### src/rtl/xdm_pkg.sv
// Shared constants, types and tables of the turret-centric X-drive mixer.
package xdm_pkg;

    localparam int AXIS_FRAC_BITS = 11;
    localparam int ANGLE_BITS     = 16;
    localparam int AX_W           = AXIS_FRAC_BITS + 2;
    localparam int CFG_W          = 14;
    localparam int COEF_W         = 12;
    localparam int CFG_IDX_W      = 2;

    // magnitude: root of (x*x + y*y) * 2^16
    localparam int SQ_W         = 2 * AXIS_FRAC_BITS + 2;
    localparam int MAG_SHIFT    = 16;
    localparam int RAD_W        = SQ_W + MAG_SHIFT;
    localparam int ROOT_W       = RAD_W / 2;
    localparam int REM_W        = ROOT_W + 4;
    localparam int SQRT_PER_STG = 4;
    localparam int SQRT_STG     = (ROOT_W + SQRT_PER_STG - 1) / SQRT_PER_STG;

    // spin falloff divider
    localparam int CS_W        = COEF_W + AXIS_FRAC_BITS;
    localparam int DEN_W       = CS_W + 1;
    localparam int NUM_W       = CFG_W + CS_W;
    localparam int DVD_W       = NUM_W + 2;
    localparam int DVS_W       = DEN_W + 1;
    localparam int Q_W         = CFG_W;
    localparam int DIV_PER_STG = 2;
    localparam int DIV_STG     = (Q_W + DIV_PER_STG - 1) / DIV_PER_STG;
    localparam int SPIN_W      = Q_W + 1;
    localparam int SPIN_LAT    = SQRT_STG + DIV_STG + 2;

    // rotation
    localparam int CORDIC_STEPS = 16;
    localparam int CORD_PER_STG = 2;
    localparam int CORD_STG     = CORDIC_STEPS / CORD_PER_STG;
    localparam int ANG_W        = 32;
    localparam int Z_W          = ANG_W + 1;
    localparam int V_W          = AX_W + 19;
    localparam int GAIN_W       = 18;
    localparam int INV_GAIN     = 39797;
    localparam int PROD_W       = V_W + GAIN_W;
    localparam int VO_W         = AXIS_FRAC_BITS + 3;
    localparam int CMD_W        = VO_W + 1;
    localparam int ROT_LAT      = CORD_STG + 4;
    localparam int ROT_PAD      = SPIN_LAT - ROT_LAT;

    // wheel mixing
    localparam int RPM_W     = 17;
    localparam int RPM_LIMIT = 65535;
    localparam int WPROD_W   = CMD_W + CFG_W + 1;
    localparam int SUM_W     = WPROD_W - AXIS_FRAC_BITS + 1;

    // stream words
    localparam int IN_FIELDS_W  = 5 + 2 * AX_W + ANGLE_BITS + 1;
    localparam int IN_W         = ((IN_FIELDS_W + 7) / 8) * 8;
    localparam int OUT_FIELDS_W = 4 * RPM_W + SPIN_W;
    localparam int OUT_W        = ((OUT_FIELDS_W + 7) / 8) * 8;

    localparam logic [ANG_W-1:0] ATAN_TURN [CORDIC_STEPS] = '{
        32'h2000_0000, 32'h12E4_051E, 32'h09FB_385B, 32'h0511_11D4,
        32'h028B_0D43, 32'h0145_D7E1, 32'h00A2_F61E, 32'h0051_7C55,
        32'h0028_BE53, 32'h0014_5F2F, 32'h000A_2F98, 32'h0005_17CC,
        32'h0002_8BE6, 32'h0001_45F3, 32'h0000_A2FA, 32'h0000_517D
    };

    typedef enum logic [CFG_IDX_W-1:0] {
        CFG_MAX_WHEEL = 2'd0,
        CFG_MAX_SPIN  = 2'd1,
        CFG_FALLOFF   = 2'd2
    } t_cfg_idx;

    typedef struct packed {
        logic [CFG_W-1:0]  max_wheel;
        logic [CFG_W-1:0]  max_spin;
        logic [COEF_W-1:0] coeff;
    } t_cfg;

    typedef struct packed {
        logic signed [CMD_W-1:0] fl;
        logic signed [CMD_W-1:0] fr;
        logic signed [CMD_W-1:0] bl;
        logic signed [CMD_W-1:0] br;
    } t_cmd;

endpackage

### src/rtl/xdm_mix.sv
// Wheel mixer: scale commands by wheel RPM, round, add spin, saturate.
module xdm_mix import xdm_pkg::*; (
    input  logic                     i_clk,
    input  logic                     i_rst_n,
    input  logic                     i_en,
    input  logic                     i_valid,
    input  t_cmd                     i_cmd,
    input  logic signed [SPIN_W-1:0] i_spin,
    input  t_cfg                     i_cfg,
    output logic                     o_valid,
    output logic signed [RPM_W-1:0]  o_fl,
    output logic signed [RPM_W-1:0]  o_fr,
    output logic signed [RPM_W-1:0]  o_bl,
    output logic signed [RPM_W-1:0]  o_br,
    output logic signed [SPIN_W-1:0] o_spin
);

    localparam logic signed [WPROD_W-1:0] HALF  = WPROD_W'(1) <<< (AXIS_FRAC_BITS - 1);
    localparam logic signed [SUM_W-1:0]   LIM_P = SUM_W'(RPM_LIMIT);
    localparam logic signed [SUM_W-1:0]   LIM_N = -LIM_P;

    function automatic logic signed [RPM_W-1:0] wheel(input logic signed [WPROD_W-1:0] p,
                                                      input logic signed [SPIN_W-1:0] sp);
        logic signed [WPROD_W-1:0] t;
        logic signed [SUM_W-1:0]   s;
        t = p + HALF;
        s = SUM_W'($signed(t[WPROD_W-1:AXIS_FRAC_BITS])) + SUM_W'(sp);
        if (s > LIM_P) begin
            s = LIM_P;
        end else if (s < LIM_N) begin
            s = LIM_N;
        end
        return RPM_W'(s);
    endfunction

    logic signed [CMD_W:0]      scale;
    logic                       r_p_v;
    logic signed [WPROD_W-1:0]  r_pfl;
    logic signed [WPROD_W-1:0]  r_pfr;
    logic signed [WPROD_W-1:0]  r_pbl;
    logic signed [WPROD_W-1:0]  r_pbr;
    logic signed [SPIN_W-1:0]   r_p_spin;
    logic                       r_o_v;
    logic signed [RPM_W-1:0]    r_fl;
    logic signed [RPM_W-1:0]    r_fr;
    logic signed [RPM_W-1:0]    r_bl;
    logic signed [RPM_W-1:0]    r_br;
    logic signed [SPIN_W-1:0]   r_spin;

    assign scale = $signed((CMD_W + 1)'(i_cfg.max_wheel));

    always_ff @(posedge i_clk) begin
        if (!i_rst_n) begin
            r_p_v <= 1'b0;
            r_o_v <= 1'b0;
        end else if (i_en) begin
            r_p_v <= i_valid;
            r_o_v <= r_p_v;
        end
    end

    always_ff @(posedge i_clk) begin
        if (i_en) begin
            r_pfl    <= i_cmd.fl * scale;
            r_pfr    <= i_cmd.fr * scale;
            r_pbl    <= i_cmd.bl * scale;
            r_pbr    <= i_cmd.br * scale;
            r_p_spin <= i_spin;
            r_fl     <= wheel(r_pfl, r_p_spin);
            r_fr     <= wheel(r_pfr, r_p_spin);
            r_bl     <= wheel(r_pbl, r_p_spin);
            r_br     <= wheel(r_pbr, r_p_spin);
            r_spin   <= r_p_spin;
        end
    end

    assign o_valid = r_o_v;
    assign o_fl    = r_fl;
    assign o_fr    = r_fr;
    assign o_bl    = r_bl;
    assign o_br    = r_br;
    assign o_spin  = r_spin;

endmodule

### config.mk
export PLATFORM = sky130hd
export DESIGN_NAME = xdm_mix
export DESIGN_NICKNAME = d
export VERILOG_FILES = /design/src/rtl/xdm_pkg.sv /design/src/rtl/xdm_mix.sv
export SDC_FILE = /design/constraint.sdc
export NUM_CORES = 2
export LEC_CHECK = 0
export ABC_AREA = 1
export BUFFER_PORTS_ARGS = -buffer_cell sky130_fd_sc_hd__buf_2
export CAP_MARGIN = 25
export CORE_ASPECT_RATIO = 0.7
export CORE_MARGIN = 2
export CORE_UTILIZATION = 65
export DETAILED_ROUTE_END_ITERATION = 7
export GPL_TIMING_DRIVEN = 0
export PLACE_DENSITY = 0.84
export SYNTH_ARGS = -nofsm -noshare
export SYNTH_HDL_FRONTEND = slang
export SYNTH_SLANG_ARGS = --single-unit
### constraint.sdc
create_clock -name i_clk -period 10 [get_ports i_clk]
set_input_delay 1.5 -clock i_clk [delete_from_list [all_inputs] [get_ports i_clk]]
set_output_delay 1.5 -clock i_clk [all_outputs]
set_load 0.005 [all_outputs]
==> impl_metrics.toml <==
[setup_path]
path_max_fanout = 10
reg2reg_depth = 25
required_ns = 10.23
crit_type = "in -> reg"
regToRegSetupSlack_ns = 5.91
worstPathArrival_ns = 8.97
cp-start-kind = "input port"
end_kind = "register"

[die]
rows = 81
die_area_mm2 = 0.07269
core-area_mm2 = 0.06983
start_util_pct = 65.64
ios = 203
fp.dieW_um = 321.4
fp.dieH_um = 226.2

[final_layout]
synthToLayoutAreaGrowth_pct = 6.164
fin_nets = 7435
nFillCells = 5737
final_cell_area_mm2 = 0.04866
final_cells = 7066
layout-drive-gt1-share_pct = 4.459

[logic_synthesis]
synth.distinct_cells = 54
syn_nets = 7237
yosysWarnings = 0
synth_mux_area_share_pct = 0
synth.avg_cell_area_um2 = 7.724
synth_fa_ha_area_share_pct = 45.82
yosysSeqAreaShare_pct = 11.75
synth_top_family_by_area = "adder cells"
postSynthCellCount = 5934
synth_compound_area_share_pct = 4.463
synth_seq_cells = 180
synthSimpleGateAreaFrac_pct = 18.84
ys.flop_type = "edfxtp_1"
postSynth.asyncResetShare_pct = 0
synth-xor-area-share_pct = 3.494
syn_area_mm2 = 0.04584
synth_edf_count = 178

[timing]
hold_violations = 0
layout_min_cycle_time_ns = 8.740
rsz0062_at_grt = "false"
fin_crit_sh_pct = 87.40
setup_viol = 0
slew_viol_final = 0
fmax_mhz = 114.4
relSlewSlack_pct = 17.76
setup_slack_ns = 1.260
skew_ns = 0.01973
fin_setup_tns_ns = 0
max_slew.worst_pin.slew_ns = 1.234

[global_routing]
grt_pass1_vias = 38740
grt_max_degree = 106
grt_overflow = 0
antenna_found_initial = 9
grt_use_total_pct = 39.94
grt_pass1_wl_um = 217600

[clock_tree]
cts_tree = "done"
cts_setup_buffers = 0
worstSkewPairLatency_ns = 0.46
cts-htree-levels = 4
cts.path.max_buffers = 2
cts_resized = 0
cts_sinks = 180
root_buffer = "clkbuf_16"
clkTransAtPathRegs_ns = 0.07
cts_buffers = 17
cts-hold-fix-buffers = 0

[placed_design]
dp.cells = 7019
dpl_cell_area_mm2 = 0.04795
dp_hpwl_um = 119300
post-place-ws_ns = 1.249
io_buffers = 164
gp_congestion = 1.070

[route]
drt_iter0_markers = 4485
drc = 0
wl_per_cell_um = 19.91
firstDrtPassIters = 7
num_vias = 39220
wl_um = 140700
ant_nets = 0
vias_per_cell = 5.550

[hold_path]
worstHoldPathCells = 2
min-delay-path-class = "reg -> reg"

[outcome]
status = "finished clean"

[flow_run]
cap_violations = 0
-- logic make-up (layout without fill, tap and decap cells) --
kind of cell / count (synthesis) / after routing
buffers and inverters: 1892 / 2103
adders and majority gates: 1184 / 1184
DFF: 180 / 180
and+or+nand+nor: 2129 / 2129
xor gates and xnor gates: 182 / 182
AOI/OAI and AO/OA: 367 / 367
other: 0 / 8
-- registers in the layout, summed over array words and instances, names as in the netlist --
register	cells
r_p_spin	15
o_valid	1
r_pbr	20
r_p_v	1
r_pfl	20
o_br	17
r_pbl	20
o_bl	17
o_fr	17
r_pfr	20
o_spin	15
o_fl	17
-- area by class of cell --
class	count	area (um2)	area share, %
Multi-Input combinational cell	3862	33280	68.40
Tap cell	913	1142	2.348
Clock inverter	14	155.1	0.3188
Buffer	164	681.9	1.401
Sequential cell	180	5385	11.07
Clock buffer	18	429.2	0.8820
Antenna cell	8	20.02	0.04114
Inverter	1728	6486	13.33
Timing Repair Buffer	179	1079	2.216
-- cell usage after synthesis, types with 12 or more instances --
library cell / instances / area, um2
fa_1: 824 / 16500
edfxtp_1: 178 / 5345
nand3_1: 164 / 820.8
inv_1: 1724 / 6471
o21bai_1: 13 / 97.59
nand2_1: 1577 / 5919
nand3b_1: 12 / 90.09
a21o_1: 12 / 90.09
nor2_1: 225 / 844.6
xnor2_1: 67 / 586.8
ha_1: 360 / 4504
o21ai_0: 95 / 475.5
xor2_1: 114 / 998.5
clkbuf_1: 144 / 540.5
nand2_2: 21 / 131.4
nor3_1: 41 / 205.2
a21oi_1: 199 / 996.0
nand4_1: 50 / 312.8
-- per-stage QoR --
step / util, % / hold slack, ns
2_1_floorplan: - / 0.4482
3_3_place_gp: 68.45 / 0.4610
3_5_place_dp: 68.67 / 0.4809
4_1_cts: 69.51 / 0.4954
5_1_grt: 69.68 / 0.5622
6_report: 69.69 / 0.4963
-- critical path: stages --
cell and delay [ns]:
buf_2 0.12, buf_2 0.48, buf_1 0.83, nand2_1 0.36, fa_1 0.83, fa_1 0.55
inv_1 0.30, fa_1 0.50, fa_1 0.50, fa_1 0.50, inv_1 0.08, fa_1 0.61
inv_1 0.07, ha_1 0.39, a21oi_1 0.25, o21ai_0 0.21, a21oi_1 0.18, o21ai_0 0.14
a21oi_1 0.14, nand2_1 0.08, xor2_1 0.32
-- metal layers --
layer  track usage, %  routed length [um]
met5                0                  13
met4            16.11                6800
met3            14.28               22220
met2            54.61               54280
met1            57.63               57380
-- cell usage in the layout, fill, tap and decap left out, types with 5 or more instances in the layout --
cell type,instances
nand4_1,50
a21oi_1,199
nor3_1,41
o21ai_1,5
fa_1,824
a21o_1,12
inv_6,5
buf_1,10
edfxtp_1,178
ha_1,360
o21a_1,6
nor2_2,5
nor4_1,7
buf_2,164
o21ai_0,95
buf_8,10
diode_2,8
clkbuf_1,145
nand2_4,5
nand2_1,1577
inv_1,1724
xnor2_1,67
xor2_1,114
a31oi_1,11
nand3_1,164
nor3_2,5
nand2_2,21
nand3b_1,12
nor2_1,225
clkbuf_16,17
o21bai_1,13
buf_6,7
-- final timing paths --
path | from | endpoint
max reg2reg | r_pfl[11] | o_fl[0]
min reg2reg | r_p_v | o_valid
min | r_p_v | o_valid
max | i_cfg[26] | r_pfl[26]
Power is left out: the tool's default activity adds up to more than one toggle a clock period on the data nets, which glitch-free logic cannot reach.
