File: config.mk
export PLATFORM = sky130hd
export DESIGN_NAME = xdm_spin
export DESIGN_NICKNAME = d
export VERILOG_FILES = /design/src/rtl/xdm_pkg.sv /design/src/rtl/xdm_spin.sv
export SDC_FILE = /design/constraint.sdc
export NUM_CORES = 2
export LEC_CHECK = 0
export BUFFER_PORTS_ARGS = -buffer_cell sky130_fd_sc_hd__buf_2
export CAP_MARGIN = 20
export CORE_UTILIZATION = 50
export CTS_CLUSTER_SIZE = 14
export DETAILED_ROUTE_END_ITERATION = 6
export PLACE_DENSITY = 0.74
export SYNTH_ARGS = -nofsm -noshare
export SYNTH_HDL_FRONTEND = slang
export SYNTH_SLANG_ARGS = --single-unit
File: constraint.sdc
create_clock -name i_clk -period 36.3 [get_ports i_clk]
set_clock_uncertainty 0.1 [all_clocks]
set_input_delay 3.63 -clock i_clk [delete_from_list [all_inputs] [get_ports i_clk]]
set_output_delay 3.63 -clock i_clk [all_outputs]
set_load 0.005 [all_outputs]
File: src/rtl/xdm_pkg.sv
// Shared constants, types and tables of the turret-centric X-drive mixer.
package xdm_pkg;

    localparam int AXIS_FRAC_BITS = 11;
    localparam int ANGLE_BITS     = 16;
    localparam int AX_W           = AXIS_FRAC_BITS + 2;
    localparam int CFG_W          = 14;
    localparam int COEF_W         = 12;
    localparam int CFG_IDX_W      = 2;

    // magnitude: root of (x*x + y*y) * 2^16
    localparam int SQ_W         = 2 * AXIS_FRAC_BITS + 2;
    localparam int MAG_SHIFT    = 16;
    localparam int RAD_W        = SQ_W + MAG_SHIFT;
    localparam int ROOT_W       = RAD_W / 2;
    localparam int REM_W        = ROOT_W + 4;
    localparam int SQRT_PER_STG = 4;
    localparam int SQRT_STG     = (ROOT_W + SQRT_PER_STG - 1) / SQRT_PER_STG;

    // spin falloff divider
    localparam int CS_W        = COEF_W + AXIS_FRAC_BITS;
    localparam int DEN_W       = CS_W + 1;
    localparam int NUM_W       = CFG_W + CS_W;
    localparam int DVD_W       = NUM_W + 2;
    localparam int DVS_W       = DEN_W + 1;
    localparam int Q_W         = CFG_W;
    localparam int DIV_PER_STG = 2;
    localparam int DIV_STG     = (Q_W + DIV_PER_STG - 1) / DIV_PER_STG;
    localparam int SPIN_W      = Q_W + 1;
    localparam int SPIN_LAT    = SQRT_STG + DIV_STG + 2;

    // rotation
    localparam int CORDIC_STEPS = 16;
    localparam int CORD_PER_STG = 2;
    localparam int CORD_STG     = CORDIC_STEPS / CORD_PER_STG;
    localparam int ANG_W        = 32;
    localparam int Z_W          = ANG_W + 1;
    localparam int V_W          = AX_W + 19;
    localparam int GAIN_W       = 18;
    localparam int INV_GAIN     = 39797;
    localparam int PROD_W       = V_W + GAIN_W;
    localparam int VO_W         = AXIS_FRAC_BITS + 3;
    localparam int CMD_W        = VO_W + 1;
    localparam int ROT_LAT      = CORD_STG + 4;
    localparam int ROT_PAD      = SPIN_LAT - ROT_LAT;

    // wheel mixing
    localparam int RPM_W     = 17;
    localparam int RPM_LIMIT = 65535;
    localparam int WPROD_W   = CMD_W + CFG_W + 1;
    localparam int SUM_W     = WPROD_W - AXIS_FRAC_BITS + 1;

    // stream words
    localparam int IN_FIELDS_W  = 5 + 2 * AX_W + ANGLE_BITS + 1;
    localparam int IN_W         = ((IN_FIELDS_W + 7) / 8) * 8;
    localparam int OUT_FIELDS_W = 4 * RPM_W + SPIN_W;
    localparam int OUT_W        = ((OUT_FIELDS_W + 7) / 8) * 8;

    localparam logic [ANG_W-1:0] ATAN_TURN [CORDIC_STEPS] = '{
        32'h2000_0000, 32'h12E4_051E, 32'h09FB_385B, 32'h0511_11D4,
        32'h028B_0D43, 32'h0145_D7E1, 32'h00A2_F61E, 32'h0051_7C55,
        32'h0028_BE53, 32'h0014_5F2F, 32'h000A_2F98, 32'h0005_17CC,
        32'h0002_8BE6, 32'h0001_45F3, 32'h0000_A2FA, 32'h0000_517D
    };

    typedef enum logic [CFG_IDX_W-1:0] {
        CFG_MAX_WHEEL = 2'd0,
        CFG_MAX_SPIN  = 2'd1,
        CFG_FALLOFF   = 2'd2
    } t_cfg_idx;

    typedef struct packed {
        logic [CFG_W-1:0]  max_wheel;
        logic [CFG_W-1:0]  max_spin;
        logic [COEF_W-1:0] coeff;
    } t_cfg;

    typedef struct packed {
        logic signed [CMD_W-1:0] fl;
        logic signed [CMD_W-1:0] fr;
        logic signed [CMD_W-1:0] bl;
        logic signed [CMD_W-1:0] br;
    } t_cmd;

endpackage

File: src/rtl/xdm_spin.sv
// Spin rate pipeline: squared length, digit-by-digit root, restoring divider.
module xdm_spin import xdm_pkg::*; (
    input  logic                     i_clk,
    input  logic                     i_rst_n,
    input  logic                     i_en,
    input  logic                     i_valid,
    input  logic signed [AX_W-1:0]   i_x,
    input  logic signed [AX_W-1:0]   i_y,
    input  logic                     i_req,
    input  t_cfg                     i_cfg,
    output logic                     o_valid,
    output logic signed [SPIN_W-1:0] o_spin
);

    typedef struct packed {
        logic [RAD_W-1:0]  rad;
        logic [REM_W-1:0]  rem;
        logic [ROOT_W-1:0] root;
        logic              req;
    } t_sq_st;

    typedef struct packed {
        logic [DVD_W-1:0] rem;
        logic [DVS_W-1:0] dvs;
        logic [Q_W-1:0]   q;
        logic             dz;
        logic             req;
    } t_dv_st;

    function automatic t_sq_st sq_step(input t_sq_st a);
        t_sq_st           b;
        logic [REM_W-1:0] rm;
        logic [REM_W-1:0] tr;
        b   = a;
        rm  = {a.rem[REM_W-3:0], a.rad[RAD_W-1 -: 2]};
        tr  = REM_W'({a.root, 2'b01});
        b.rad = a.rad << 2;
        if (rm >= tr) begin
            b.rem  = rm - tr;
            b.root = {a.root[ROOT_W-2:0], 1'b1};
        end else begin
            b.rem  = rm;
            b.root = {a.root[ROOT_W-2:0], 1'b0};
        end
        return b;
    endfunction

    function automatic t_dv_st dv_step(input t_dv_st a, input int k);
        t_dv_st           b;
        logic [DVD_W-1:0] sh;
        b  = a;
        sh = DVD_W'(a.dvs) << k;
        if (a.rem >= sh) begin
            b.rem = a.rem - sh;
            b.q   = {a.q[Q_W-2:0], 1'b1};
        end else begin
            b.q   = {a.q[Q_W-2:0], 1'b0};
        end
        return b;
    endfunction

    // squared length
    logic                       r_sq_v;
    logic [SQ_W-1:0]            r_sq;
    logic                       r_sq_req;
    logic signed [2*AX_W-1:0]   px;
    logic signed [2*AX_W-1:0]   py;
    logic signed [2*AX_W-1:0]   psum;

    always_comb begin
        px   = i_x * i_x;
        py   = i_y * i_y;
        psum = px + py;
    end

    always_ff @(posedge i_clk) begin
        if (!i_rst_n) begin
            r_sq_v <= 1'b0;
        end else if (i_en) begin
            r_sq_v <= i_valid;
        end
    end

    always_ff @(posedge i_clk) begin
        if (i_en) begin
            r_sq     <= psum[SQ_W-1:0];
            r_sq_req <= i_req;
        end
    end

    // root, SQRT_PER_STG result bits per stage
    t_sq_st               sq_in  [SQRT_STG];
    t_sq_st               sq_nx  [SQRT_STG];
    t_sq_st               r_sqs  [SQRT_STG];
    logic [SQRT_STG-1:0]  r_sqv;

    for (genvar s = 0; s < SQRT_STG; s++) begin : g_sqrt
        if (s == 0) begin : g_first
            assign sq_in[s] = '{rad: {r_sq, {MAG_SHIFT{1'b0}}}, rem: '0, root: '0,
                                req: r_sq_req};
        end else begin : g_next
            assign sq_in[s] = r_sqs[s-1];
        end

        always_comb begin
            t_sq_st cur;
            cur = sq_in[s];
            for (int j = 0; j < SQRT_PER_STG; j++) begin
                if (s * SQRT_PER_STG + j < ROOT_W) begin
                    cur = sq_step(cur);
                end
            end
            sq_nx[s] = cur;
        end

        always_ff @(posedge i_clk) begin
            if (i_en) begin
                r_sqs[s] <= sq_nx[s];
            end
        end
    end

    always_ff @(posedge i_clk) begin
        if (!i_rst_n) begin
            r_sqv <= '0;
        end else if (i_en) begin
            r_sqv[0] <= r_sq_v;
            for (int i = 1; i < SQRT_STG; i++) begin
                r_sqv[i] <= r_sqv[i-1];
            end
        end
    end

    // divider operands: (2N + D) / (2D), rounds N/D half up
    logic             r_pr_v;
    t_dv_st           r_pr;
    logic [CS_W-1:0]  cs;
    logic [DEN_W-1:0] den;
    logic [NUM_W-1:0] num;

    always_comb begin
        cs  = {i_cfg.coeff, {AXIS_FRAC_BITS{1'b0}}};
        den = DEN_W'(cs) + DEN_W'(r_sqs[SQRT_STG-1].root);
        num = NUM_W'(i_cfg.max_spin) * NUM_W'(cs);
    end

    always_ff @(posedge i_clk) begin
        if (!i_rst_n) begin
            r_pr_v <= 1'b0;
        end else if (i_en) begin
            r_pr_v <= r_sqv[SQRT_STG-1];
        end
    end

    always_ff @(posedge i_clk) begin
        if (i_en) begin
            r_pr.rem <= DVD_W'({num, 1'b0}) + DVD_W'(den);
            r_pr.dvs <= {den, 1'b0};
            r_pr.q   <= '0;
            r_pr.dz  <= (den == '0);
            r_pr.req <= r_sqs[SQRT_STG-1].req;
        end
    end

    t_dv_st              dv_in [DIV_STG];
    t_dv_st              dv_nx [DIV_STG];
    t_dv_st              r_dv  [DIV_STG];
    logic [DIV_STG-1:0]  r_dvv;

    for (genvar s = 0; s < DIV_STG; s++) begin : g_div
        if (s == 0) begin : g_first
            assign dv_in[s] = r_pr;
        end else begin : g_next
            assign dv_in[s] = r_dv[s-1];
        end

        always_comb begin
            t_dv_st cur;
            cur = dv_in[s];
            for (int j = 0; j < DIV_PER_STG; j++) begin
                if (s * DIV_PER_STG + j < Q_W) begin
                    cur = dv_step(cur, Q_W - 1 - (s * DIV_PER_STG + j));
                end
            end
            dv_nx[s] = cur;
        end

        always_ff @(posedge i_clk) begin
            if (i_en) begin
                r_dv[s] <= dv_nx[s];
            end
        end
    end

    always_ff @(posedge i_clk) begin
        if (!i_rst_n) begin
            r_dvv <= '0;
        end else if (i_en) begin
            r_dvv[0] <= r_pr_v;
            for (int i = 1; i < DIV_STG; i++) begin
                r_dvv[i] <= r_dvv[i-1];
            end
        end
    end

    // zero denominator means zero coefficient and zero vector: full spin
    logic [Q_W-1:0] spin_mag;

    assign spin_mag = r_dv[DIV_STG-1].dz ? i_cfg.max_spin : r_dv[DIV_STG-1].q;
    assign o_spin   = r_dv[DIV_STG-1].req ? -$signed({1'b0, spin_mag}) : '0;
    assign o_valid  = r_dvv[DIV_STG-1];

    a_spin_bounded: assert property (@(posedge i_clk) disable iff (!i_rst_n)
        (r_dvv[DIV_STG-1] && !r_dv[DIV_STG-1].dz) |-> (r_dv[DIV_STG-1].q <= i_cfg.max_spin))
        else $error("spin quotient above max spin");

endmodule

==> run summary <==
Area growth syn-to-layout -> 6.724%
worst reg2reg endpoint -> r_sqs[0][330]$_DFFE_PP_
PostCTS Resize Cnt -> 0
setup TNS -> 0 ns
Die ar. -> 147000 um^2
CTS buffer count -> 74
nets -> 9160
hold path cells -> 0
CTS tree -> done
IO Count -> 87
core footprint -> 144000 um^2
Die Y -> 383.4 um
via count -> 56590
Total Routing Usage GR -> 24.16%
Clock transition at path regs -> 0.07 ns
Slew Limit Fails -> 0
Syn Std Cell Area -> 72720 um^2
gr busiest metal -> met2
latest clock arrival within the worst-skew pair -> 0.69 ns
number of flops mapped to enable cells by yosys -> 655
share of layout cells above drive strength 1 -> 5.934%
synth warn -> 0
register bit count reported by yosys -> 669
register area share after synthesis -> 27.43%
Final min period -> 13.28 ns
DRT Wirelength -> 177700 um
met1 Resource Use GR -> 30.98%
RSZ-0062 raised after global routing -> false
crit-path most repeated cell -> a21oi_1
vias in the first global route -> 56680
post-synth top area share -> 27.05%
non-filler cells, final -> 9860
clk sinks -> 669
root buffer cell -> clkbuf_16
outcome -> complete, but fails checks
met2 Use GR -> 41.54%
Die Span X -> 383.4 um
Cells after Synth -> 7909
asr flop ratio synth -> 0%
delay of the slowest critical-path stage -> 0.68 ns
initial antenna violation count -> 3
Worst setup EP type -> flop
Post CTS Setup Buffer Count -> 0
worst endpoint data arrival time -> 13.59 ns
DRT iter0 DRCs -> 3621
FP Rows -> 139
failing checks -> DRC
IO buf count -> 72
Placed Instances -> 9723
fin area -> 77610 um^2
CP max FO -> 34
largest net degree at the start of global routing -> 83
Core Util, Final -> 53.89%
hold-fix buffers at CTS -> 0
Netlist cell types -> 112
Initial Util -> 50.50%
top post-synthesis cells by area -> edfxtp_1, ha_1, fa_1, xnor2_1, inv_1
first-pass GRT wire length -> 289500 um
CTS H-tree lvls -> 3
Min-Delay Endpoint -> r_sqs[0][0]$_DFFE_PP_
placed inst area -> 74970 um^2
critical setup path kind -> flop to flop
R2R Setup Slk -> 23.02 ns
top post-synthesis cells by count -> inv_1, ha_1, nand2_1, edfxtp_1, a21oi_1
detailed placement HPWL -> 143400 um
# setup viols final -> 0
post-route ant nets -> 0
GRT overflow -> 0
final worst-path cycle share -> 36.58%
Critical Path RT -> 36.61 ns
Avg Inst Size Synth -> 9.194 um^2
Final Hold Viols -> 0
Hold Path Class -> flop to flop
critical hold path startpoint -> r_sq_req$_DFFE_PP_
met3 GRT Util -> 2.996%
DRT Pass-1 Iters -> 7
routability cong. -> 0.9299
Max Fclk -> 0.07532 GHz
CP max-delay cell -> a2111oi_0
DR WL/cell -> 18.02 um
Slew HR -> 28.46%
Vias/cell -> 5.739
worst reg2reg path startpoint -> r_sqs[0][253]$_DFFE_PP_
count leader, synth -> inv_1
CP Launch Type -> flop
DRC -> 2
clock tree buffer depth -> 3
worst reg-to-reg path cell count -> 59
max_cap viols -> 0
Slew @ Worst Pin -> 1.046 ns
dominant register cell in the synthesized netlist -> edfxtp_1
post-synth top area cell -> edfxtp_1
-- through the flow --
step                      setup slack (ns)  hold WS [ns]
final                                23.02        0.3095
after global routing                 21.66        0.3189
after floorplan                      24.65        0.3003
after CTS                            23.09        0.3105
after detailed placement             23.23        0.3045
after global placement               23.46        0.3012
-- cell usage in the layout, fill, tap and decap left out, drive strengths merged, types with 100 or more instances in the layout --
master and n:
nand3 143, edfxtp 655, ha 741, nand2 671, inv 992, nand4 100, xnor2 426, a21oi 563
nor2 526, and2 171, buf 103, xor2 210, fa 451, nor2b 122, nor3 168, a21o 185
mux2 146, o21ai 388
-- cell type report --
class	count	area [um^2]
Clock inverter	55	760.7
Inverter	987	3705
Sequential cell	669	19950
Tap cell	1903	2381
Fill cell	12760	66390
Antenna cell	3	7.507
Timing Repair Buffer	103	600.6
Multi-Input combinational cell	6062	48340
Clock buffer	78	1867
-- layer usage --
metal  part of all wire, %  wire length (um)  vias up
met5                 0.038                68        -
met4                   4.0              7038        4
met3                   4.9              8764      369
met2                    48             85820     1468
met1                    43             76020    27210
li1                      -                 -    27540
-- critical path: cells and delay by family, from the launching register on --
kind | cells | cell delay [ns]
AOI/OAI and AO/OA | 37 | 8.01
and+or+nand+nor | 8 | 1.00
buffers and inverters | 7 | 1.45
muxes | 1 | 0.42
DFF | 1 | 0.46
adders and majority gates | 6 | 1.53
-- how the worst max path moves through the flow --
stage	startpoint	to	slack [ns]
floorplan	r_sqs[0][253]$_DFFE_PP_	r_sqs[0][330]$_DFFE_PP_	24.65
CTS	r_sqs[0][253]$_DFFE_PP_	r_sqs[0][330]$_DFFE_PP_	23.09
finish	r_sqs[0][253]$_DFFE_PP_	r_sqs[0][330]$_DFFE_PP_	23.02
detailed placement	r_sqs[0][155]$_DFFE_PP_	r_sqs[0][271]$_DFFE_PP_	23.23
global placement	r_sqs[0][253]$_DFFE_PP_	r_sqs[0][330]$_DFFE_PP_	23.46
global route	r_sqs[0][253]$_DFFE_PP_	r_sqs[0][330]$_DFFE_PP_	21.66
-- logic make-up (layout without fill, tap and decap cells) --
logic type / Yosys count / in the layout / synth area share (%)
and+or+nand+nor: 2340 / 2340 / 16.00
adders and majority gates: 1192 / 1192 / 25.17
DFF: 669 / 669 / 27.43
muxes: 198 / 198 / 2.982
buffers and inverters: 1179 / 1223 / 6.141
xor gates and xnor gates: 636 / 636 / 7.660
other: 1 / 5 / 0.005157
AOI/OAI and AO/OA: 1694 / 1694 / 14.61
-- registers in the layout (all words and copies together) (netlist names) --
name      flops
r_dv        401
dv_in        53
r_sq_req      1
r_sqs       176
r_sq         24
r_pr_v        1
r_sq_v        1
r_dvv         7
r_sqv         5
Power is left out: the tool's default activity adds up to more than one toggle a clock period on the data nets, which glitch-free logic cannot reach.
